**config.mk**
```make
export PLATFORM = sky130hd
export DESIGN_NAME = lpcinv_cell
export DESIGN_NICKNAME = d
export VERILOG_FILES = /design/src/hw/rtl/lpcinv_pkg.sv /design/src/hw/rtl/lpcinv_cell.sv
export SDC_FILE = /design/constraint.sdc
export NUM_CORES = 1
export LEC_CHECK = 0
export BUFFER_PORTS_ARGS = -buffer_cell sky130_fd_sc_hd__clkbuf_2
export CAP_MARGIN = 20
export CORE_MARGIN = 2
export CORE_UTILIZATION = 68
export DETAILED_ROUTE_END_ITERATION = 10
export PLACE_DENSITY = 0.89
export SYNTH_ARGS = -nofsm -noshare
export SYNTH_HDL_FRONTEND = slang
export SYNTH_SLANG_ARGS = --single-unit
```
**constraint.sdc**
```tcl
create_clock -name clk -period 17 [get_ports clk]
set_clock_uncertainty 0.05 [all_clocks]
set_input_delay 5.1 -clock clk [delete_from_list [all_inputs] [get_ports clk]]
set_output_delay 5.1 -clock clk [all_outputs]
set_load 0.005 [all_outputs]
```
**src/hw/rtl/lpcinv_pkg.sv**
```systemverilog
`default_nettype none
// ----------------------------------------------------------------------------
// lpcinv_pkg
// Shared types and constants for the lpc inverse fir filter and its tap cells.
// ----------------------------------------------------------------------------
package lpcinv_pkg;

	localparam int unsigned SAMPLE_W = 16;
	localparam int unsigned COEF_W   = 20;
	localparam int unsigned PROD_W   = SAMPLE_W + COEF_W;
	localparam int unsigned FRAC_W   = 16;
	localparam int unsigned ORDER_W  = 6;
	localparam int unsigned IDX_W    = 5;
	localparam int unsigned OP_W     = 2;

	localparam logic [OP_W-1:0] OP_FILTER = 2'd0;
	localparam logic [OP_W-1:0] OP_LOAD   = 2'd1;
	localparam logic [OP_W-1:0] OP_CLEAR  = 2'd2;

	// per-cycle commands broadcast to every tap cell
	typedef struct packed {
		logic filt;
		logic load;
		logic clr;
		logic adv;
	} cell_ctl_t;

endpackage
`default_nettype wire

```
**src/hw/rtl/lpcinv_cell.sv**
```systemverilog
`default_nettype none
// ----------------------------------------------------------------------------
// lpcinv_cell
// One filter tap: holds a coefficient and a history sample, registers their
// product and adds it into the partial sum passing down the chain.
// ----------------------------------------------------------------------------
module lpcinv_cell import lpcinv_pkg::*; #(
	parameter int unsigned TAP   = 0,
	parameter int unsigned ACC_W = 42
) (
	input  wire                       clk,
	input  wire                       arst_n,
	input  cell_ctl_t                 ctl,
	input  wire                       tap_on,
	input  wire [IDX_W-1:0]           coef_index,
	input  wire signed [COEF_W-1:0]   coef_value,
	input  wire signed [SAMPLE_W-1:0] hist_in,
	output logic signed [SAMPLE_W-1:0] hist_out,
	input  wire signed [ACC_W-1:0]    acc_in,
	input  wire                       vld_in,
	output logic signed [ACC_W-1:0]   acc_out,
	output logic                      vld_out
);

	logic signed [COEF_W-1:0]   coef_q;
	logic signed [SAMPLE_W-1:0] hist_q;
	logic signed [PROD_W-1:0]   prod_q;
	logic signed [ACC_W-1:0]    acc_q;
	logic                       vld_q;
	logic                       coef_hit;
	logic signed [ACC_W-1:0]    term;

	assign coef_hit = ctl.load && ({2'b00, coef_index} == 7'(TAP));
	assign term = tap_on ? {{(ACC_W-PROD_W){prod_q[PROD_W-1]}}, prod_q} : '0;

	always_ff @(posedge clk or negedge arst_n) begin
		if (!arst_n) begin
			coef_q <= '0;
			hist_q <= '0;
		end else begin
			if (coef_hit) begin
				coef_q <= coef_value;
			end
			// product uses the history before this beat shifts it
			if (ctl.filt) begin
				hist_q <= hist_in;
			end else if (ctl.clr) begin
				hist_q <= '0;
			end
		end
	end

	always_ff @(posedge clk) begin
		if (ctl.filt) begin
			prod_q <= coef_q * hist_q;
		end
		if (ctl.adv) begin
			acc_q <= acc_in + term;
		end
	end

	always_ff @(posedge clk or negedge arst_n) begin
		if (!arst_n) begin
			vld_q <= 1'b0;
		end else if (ctl.adv) begin
			vld_q <= vld_in;
		end
	end

	assign hist_out = hist_q;
	assign acc_out  = acc_q;
	assign vld_out  = vld_q;

endmodule
`default_nettype wire

```
**Word-level counts from Yosys, hierarchy flattened**

Cells that the tools add are included.

- Div/mod/pow operators: 0
- Add/subtract/negate cells: 1
- Shift-type cells: 0
- Multipliers: 1
- Multiplexer cells: 3
- Bitwise operators: 0
- Magnitude comparators: 0
- Reduce and logical (&&, ||, !) cells: 3
- Eq/ne operators: 0

Operator list:

| cell | count |
|---|---|
| $add 42x42->42 | 1 |
| $mux 42 | 1 |
| $mul 20x16->36 | 1 |
| $mux 16 | 2 |
| $logic_not 5->1 | 1 |
| $reduce_bool 2->1 | 1 |
| $logic_and 1x1->1 | 1 |

- Bits in registers: 115
- Bits in read-only memories: 0
- Memories kept: 0
- RAM bits: 0
- Bits in latches: 0
- Output and inout bits: 59
- Input port bits: 91

**Longest topological paths before layout**

Gate-level depths: netlist (run 1).

- Depth in word-level cells: 2
- Mapped depth: 26
- Mapped depth without buffers: 24

**Worst setup path before layout (run 1)**

OpenSTA, ideal clock, no wires.

- Path kind: input port to flip-flop
- Start: input port tap_on
- End: register acc_q[40], in the netlist acc_out[40], data pin
- Arrival time: 7625 ps
- Stages: 14
- Library setup time: 258 ps
- Slack: 9067 ps
- Cell sequence: clkbuf_1 > and2_1 > ha_1 > inv_1 > fa_1 > nor2b_1 > o31a_1 > o211ai_2 > a311oi_2 > o21ai_2 > a211oi_1 > o221a_2 > a31oi_1 > xnor2_1

- Cells in the longest elaborated chain, start to end: 2

Ends and longest elaborated chain:

| what | RTL line | RTL |
|---|---|---|
| from (decl) | lpcinv_cell.sv:14 | `input wire tap_on,` |
| $mux 42 | lpcinv_cell.sv:34 | `assign term = tap_on ? {{(ACC_W-PROD_W){prod_q[PROD_W-1]}}, prod_q} : '0;` |
| $add 42x42->42 | lpcinv_cell.sv:58 | `acc_q <= acc_in + term;` |
| to (signal assigned) | lpcinv_cell.sv:58 |  |
| to (decl) | lpcinv_cell.sv:28 | `logic signed [ACC_W-1:0] acc_q;` |

Every way passes these cells.
A chain may end at the register's enable or synchronous reset.

**Worst setup path after layout (run 1)**

Same ends and word-level chain as after synthesis.

==> metrics, run 1 <==
cells after synthesis=1854; drt total wl=roughly 42 mm; Worst-path clk slew=60 ps; first-pass GRT wire length=70.3 mm; Rows=59; Boundary Pins=150; Ys Warns=0; Yosys cell types=67; RePlAce Congestion=roughly 0.95; CP Capture Type=flop; placed cells=2270; Min Hold Slack=463 ps; crit path time final=~8500 ps; GR Util All Layers=between 30% and 40%; Num CTS Buffers=17; Crit path required time=17140 ps; vias=13600; worst-path fanout max=36; DR WL/cell=18.2 um; CTS root buffer=clkbuf_16; die area=0.0277 mm2; final hold violation count=0; ant diodes=0; RSZ-0062 raised after global routing=no; Initial Util=69.0%; die width=166 um; share of the synthesized area in the top cell type=a little over a third; Post-synth EDFFs=78; antenna violations before repair=0; Synth Area in Adders=44.7%; Max-Cap Viols=0; pin count of the biggest net entering global routing=69; DR iter-0 viols=approximately 1200; f_max=118 MHz; status=finished, final reports clean; worst slew pin tran=between 1000 and 1500 ps; final std cells w/o fill=2303; core area=0.0260 mm2; Power Density=211 mW/mm2; Hold Crit Class=reg -> reg; Final Net Count=around 2500; Final setup viols=0; main combinational cell family by area after synthesis=adder cells; Detail Route Antenna Nets=0; vias per cell=5.92; Arr. time, crit path=8640 ps; xor and xnor area share after synthesis=under 10%; WS Path Type=in -> reg; post-synthesis mux area share=1.32%; gr busiest metal=met2; Critical Path Start Type=primary input; share of layout cells above drive strength 1=between 10% and 20%; CTS Sinks=115; Detailed Routing Iterations Pass 1=6; syn_area_per_cell=between 9 and 10 um2; DRC Markers=0; M2 GR Usage=a little over half; CTS tree=built; PortBufs=149; Post-CTS Hold Fix Bufs=0; Synth area leader=fa_1; total congestion overflow=0; grt met3 use=7.13%; most common flop cell mapped by yosys=edfxtp_1; Compound-Gate Fraction of Synth Area=between 8 and 9%; synthesized area=0.0179 mm2; Synth Net Count=2395; setup TNS=0 ps; clock tree buffer depth=2; post-DP HPWL=31.5 mm; Slew Limit Fails=0; CTS resizes=0; post-CTS setup buffers=0; post-synthesis simple-gate area fraction=15.0%; ys async rst share=approximately 32%; number of global-route vias before repair=between 10000 and 15000; Worst slew margin=~29%; leakage power=9.67 nW; sequential area share after synthesis=approximately 18%; Layout area overhead=8.33%; maximum VDD drop=0.170 mV; Worst-Skew Late Latency=440 ps; Die Y-Extent=166 um; Yosys reg bits=115; Tcrit/Tclk final=about half; largest cells by area after synthesis=fa_1 36%, edfxtp_1 13%, ha_1 9.1%; htree depth=4; met1 usage=approximately 39%
placed cells by master (no fill, tap or decap), types with 9 or more instances in the layout:
cell,synthesis,final
ha_1,131,131
xnor2_1,52,52
clkbuf_2,1,149
xor2_1,18,18
o21a_1,11,11
a21oi_1,64,64
nor2_1,61,61
nand2_1,211,211
nand2b_1,23,23
dfrtp_1,37,37
nor3_1,10,10
clkbuf_16,0,18
o21ai_0,43,43
and2_1,176,176
nand4_1,9,9
a31oi_1,11,11
nand3_1,18,18
nor2b_1,9,9
inv_1,371,371
a21o_1,27,27
edfxtp_1,78,78
fa_1,319,319
mux2_2,21,21
critical path, cell delays in order:
cell and delay, ps:
clkbuf_2 400, and2_1 200, ha_1 200, inv_1 80
fa_1 430, nor2b_1 180, o31a_1 210, o211ai_2 110
a311oi_2 490, o21ai_2 170, a211oi_1 480, o221a_2 340
a31oi_1 110, xnor2_1 140
kinds of logic after synthesis:
group / count (synthesis)
simple gates: 540
fa+ha+maj: 450
buf+inv: 440
compound gates: 218
flops: 115
xor+xnor: 70
mux: 21
final timing paths:
check | start | to | slack, ps | cells after the start
max | tap_on | acc_out[40] | 8500 | 14
min | vld_out | vld_out | 460 | 1
max reg2reg | hist_out[8] | prod_q[32] | 9700 | 22
min reg2reg | vld_out | vld_out | 460 | 1
max in group asynchronous | arst_n | vld_out | 11960 | 2
min in group asynchronous | arst_n | coef_q[7] | 4470 | 1
stage by stage:
stage / power, mW / worst slack [ps] / area (um2) / utilization (%)
2_1_floorplan: 2.89 / 9070 / 17900 / -
3_3_place_gp: 3.45 / 8320 / 18800 / 72.5
3_5_place_dp: 3.62 / 8210 / 18800 / 72.5
4_1_cts: 4.05 / 8570 / 19400 / 74.7
5_1_grt: 4.52 / 8250 / 19400 / 74.8
6_report: 4.10 / 8500 / 19400 / 74.8
Yosys cell counts, drive strengths merged, types with 27 or more instances:
cell	n
edfxtp	78
nand2	211
xnor2	52
dfrtp	37
a21o	27
and2	176
fa	319
inv	371
a21oi	65
o21ai	47
ha	131
clkbuf	65
nor2	61
registers in the layout, summed over array words and instances (netlist names):
| signal | count |
|---|---|
| hist_out | 16 |
| coef_q | 20 |
| acc_out | 42 |
| vld_out | 1 |
| prod_q | 36 |
report_power, final:
group / switching (mW) / internal [mW]
sequential: 0.0958 / 0.523
combinational: 1.80 / 1.32
clock: 0.146 / 0.217
routing by layer:
metal	share of wire, %	vias up	wire, um
met5	0	-	0
met4	3.8	0	1590
met3	9.8	149	4120
met2	49	778	20600
met1	37	6721	15600
li1	-	5978	-
final cells by class:
type,instances,area (um2)
Clock inverter,9,77.6
Tap cell,335,419
Sequential cell,115,3270
Clock buffer,23,489
Inverter,371,1390
Multi-Input combinational cell,1299,13000
Timing Repair Buffer,151,773
Fill cell,1687,6560
(Power assumes the default switching activity.)
==> inputs of run 2 (changes only) <==
--- a/config.mk
+++ b/config.mk
@@ -8,9 +8,9 @@
 export BUFFER_PORTS_ARGS = -buffer_cell sky130_fd_sc_hd__clkbuf_2
 export CAP_MARGIN = 20
 export CORE_MARGIN = 2
-export CORE_UTILIZATION = 68
+export CORE_UTILIZATION = 57
 export DETAILED_ROUTE_END_ITERATION = 10
-export PLACE_DENSITY = 0.89
+export PLACE_DENSITY = 0.8
 export SYNTH_ARGS = -nofsm -noshare
 export SYNTH_HDL_FRONTEND = slang
 export SYNTH_SLANG_ARGS = --single-unit
==> constraint.sdc (replaced) <==
create_clock -name clk -period 7.04 [get_ports clk]
set_clock_uncertainty 0.05 [all_clocks]
set_input_delay 2.112 -clock clk [delete_from_list [all_inputs] [get_ports clk]]
set_output_delay 2.112 -clock clk [all_outputs]
set_load 0.005 [all_outputs]
==> metrics, run 2 (synthesis gave the netlist of run 1 again) <==
status=finished, final reports clean (unchanged); leakage power=9.71 nW (was 9.67 nW); Worst Reg2Reg Path Length in Cells=22 (unchanged); RSZ-0062 raised after global routing=no (unchanged); Hold Path End=vld_out (unchanged); Max-Cap Viols=0 (unchanged); share of layout cells above drive strength 1=12.6% (was 11.0%); pin count of the biggest net entering global routing=69 (unchanged); PortBufs=149 (unchanged); worst slew pin tran=1030 ps (was 1070 ps); total congestion overflow=0 (unchanged); Min Hold Slack=456 ps (was 463 ps); max FFs per register=42 (unchanged); die area=0.0329 mm2 (was 0.0277 mm2); switching power=4.73 mW (was 2.04 mW); Critical Path Start Type=flop (was primary input); core area=0.0307 mm2 (was 0.0260 mm2); crit-path max cell delay=740 ps (was 490 ps); DR iter-0 viols=994 (was 1212); flop2flop setup slack=250 ps (was 9700 ps); most common cell after layout, fill and taps aside=inv_1 (unchanged); ant diodes=0 (unchanged); Clock power frac=8.6% (was 8.8%); Tcrit/Tclk final=96.4%; final hold violation count=0 (unchanged); CTS Sinks=115 (unchanged); DRC Markers=0 (unchanged); Tot Pwr=9.64 mW (was 4.10 mW); Final Util=63.9% (was 74.8%); most frequent cells in the layout=371 x inv_1, 319 x fa_1, 211 x nand2_1 (unchanged); Hold Crit Class=reg -> reg (unchanged); Arr. time, crit path=6990 ps (was 8640 ps); GR Util All Layers=26.3% (was 31.8%); reg2reg start=hist_out[3] (was hist_out[8]); Layout fillers=2412 (was 1687); vias per cell=5.52 (was 5.92); Sw Ratio=49.1% (was 49.7%); maximum VDD drop=0.567 mV (was 0.170 mV); worst-path fanout max=14 (was 36); Slew Limit Fails=0 (unchanged); min-delay src=vld_out (unchanged); vias=13100 (was 13600); hold depth=1 (unchanged); Crit path required time=7240 ps (was 17140 ps); Initial Util=58.3% (was 69.0%); dpl cell area=0.0191 mm2 (was 0.0188 mm2); DR WL/cell=17.3 um (was 18.2 um); CTS tree=built (unchanged); Worst-Skew Late Latency=440 ps (about the same); WS Path Type=reg -> reg (was in -> reg); die width=181 um (was 166 um); Rows=64 (was 59); Internal Power=4.91 mW (was 2.06 mW); most used cell, CP=fa_1; antenna violations before repair=0 (unchanged); Detail Route Antenna Nets=0 (unchanged); Comb pwr share=76.2% (was 76.1%); Boundary Pins=150 (unchanged); Layout area overhead=9.50% (was 8.33%); htree depth=4 (unchanged); Num CTS Buffers=17 (unchanged); Reg power frac=15.2% (was 15.1%); post-DP HPWL=32.7 mm (was 31.5 mm); Detailed Routing Iterations Pass 1=5 (was 6); f_max=between 100 and 150 MHz; drt total wl=41.1 mm (was 41.9 mm); Worst slew margin=30.8% (was 28.5%); Worst-path clk slew=60 ps (about the same); Power Density=491 mW/mm2 (was 211 mW/mm2); CTS root buffer=clkbuf_16 (unchanged); design area=0.0196 mm2 (was 0.0194 mm2); worst path cell trace=buf_4, and2_1, fa_1, fa_1, ha_1, inv_1, fa_1, inv_1, fa_1, inv_1, fa_1, inv_1, ha_1, o21ai_0, o21ai_0, o211ai_1, a311oi_1, nor2_1, o21ai_2, a41oi_2, or3b_1, o2111ai_1 (was clkbuf_2, and2_1, ha_1, inv_1, fa_1, nor2b_1, o31a_1, o211ai_2, a311oi_2, o21ai_2, a211oi_1, o221a_2, a31oi_1, xnor2_1); crit path time final=6790 ps; Final setup viols=0 (unchanged); Final Net Count=2514 (was 2496); CP Capture Type=flop (unchanged); Die Y-Extent=181 um (was 166 um); RePlAce Congestion=0.921 (was 0.945); setup TNS=0 ps (unchanged); FF-to-FF End=prod_q[32] (unchanged); clock tree buffer depth=2 (unchanged); number of global-route vias before repair=14000 (was 14700); slowest CP cell=dfrtp_1 (was a311oi_2); first-pass GRT wire length=68.6 mm (was 70.3 mm)
[run 2: changes by cell type in the layout (fill, tap and decap cells not counted), sizes merged]
cell / delta
clkinvlp: +4
buf: +18
clkbuf: -4
[run 2: worst max-delay path: cells and delay by family (launching register included)]
kind	cells	cell delay, ps
buffers and inverters	5	490
AND/OR/NAND/NOR	3	670
adder cells (fa/ha/maj)	7	3000
flip-flops	1	740
AO/OA/AOI/OAI	7	1660
[run 2: metal layers]
layer	GRT usage [%]	vias to the layer above	share of wire [%]
li1	-	6014	-
met1	35.9	6417	42
met2	41.9	631	45
met3	6.86	75	10
met4	7.45	0	1.8
met5	0	-	0
[run 2: power groups by stage]
stage / combinational [mW] / clock [mW] / sequential (mW)
after CTS: 7.28 / 0.839 / 1.46
after global placement: 6.88 / 0 / 1.46
final: 7.35 / 0.828 / 1.47
after floorplan: 5.63 / 0 / 1.35
after detailed placement: 7.21 / 0 / 1.47
after global routing: 8.31 / 0.867 / 1.49
[run 2: timing repair]
item | in CTS | in global routing
setup endpoints to repair | 0 | 2
resized for setup | 0 | 17
hold buffers | 0 | 0
setup buffers | 0 | 0
[run 2: cell type report]
class                   count  area, um2  share of cell area, %
multi-input cells        1299      13000                   66.2
repair buffers            169        908                   4.63
clock inverters            13        111                  0.567
clock buffers              19        433                   2.20
well taps                 396        495                   2.52
flip-flops and latches    115       3290                   16.8
inverters                 371       1390                   7.09
[run 2: how the worst max path moves through the flow]
stage                 endpoint          from  cells past startpoint  slack [ps]
floorplan           prod_q[32]     coef_q[7]                     23         980
global placement    prod_q[32]  hist_out[10]                     21         460
detailed placement  prod_q[24]  hist_out[10]                     21         290
CTS                 prod_q[24]  hist_out[10]                     21         280
global route        prod_q[32]    coef_q[16]                     20          10
finish              prod_q[32]   hist_out[3]                     22         250
[run 2: stage by stage]
stage / setup slack, ps / cells
floorplan: 982 / 1854
global placement: 458 / 2349
detailed placement: 288 / 2349
CTS: 281 / 2381
global route: 9.79 / 2382
finish: 253 / 2382
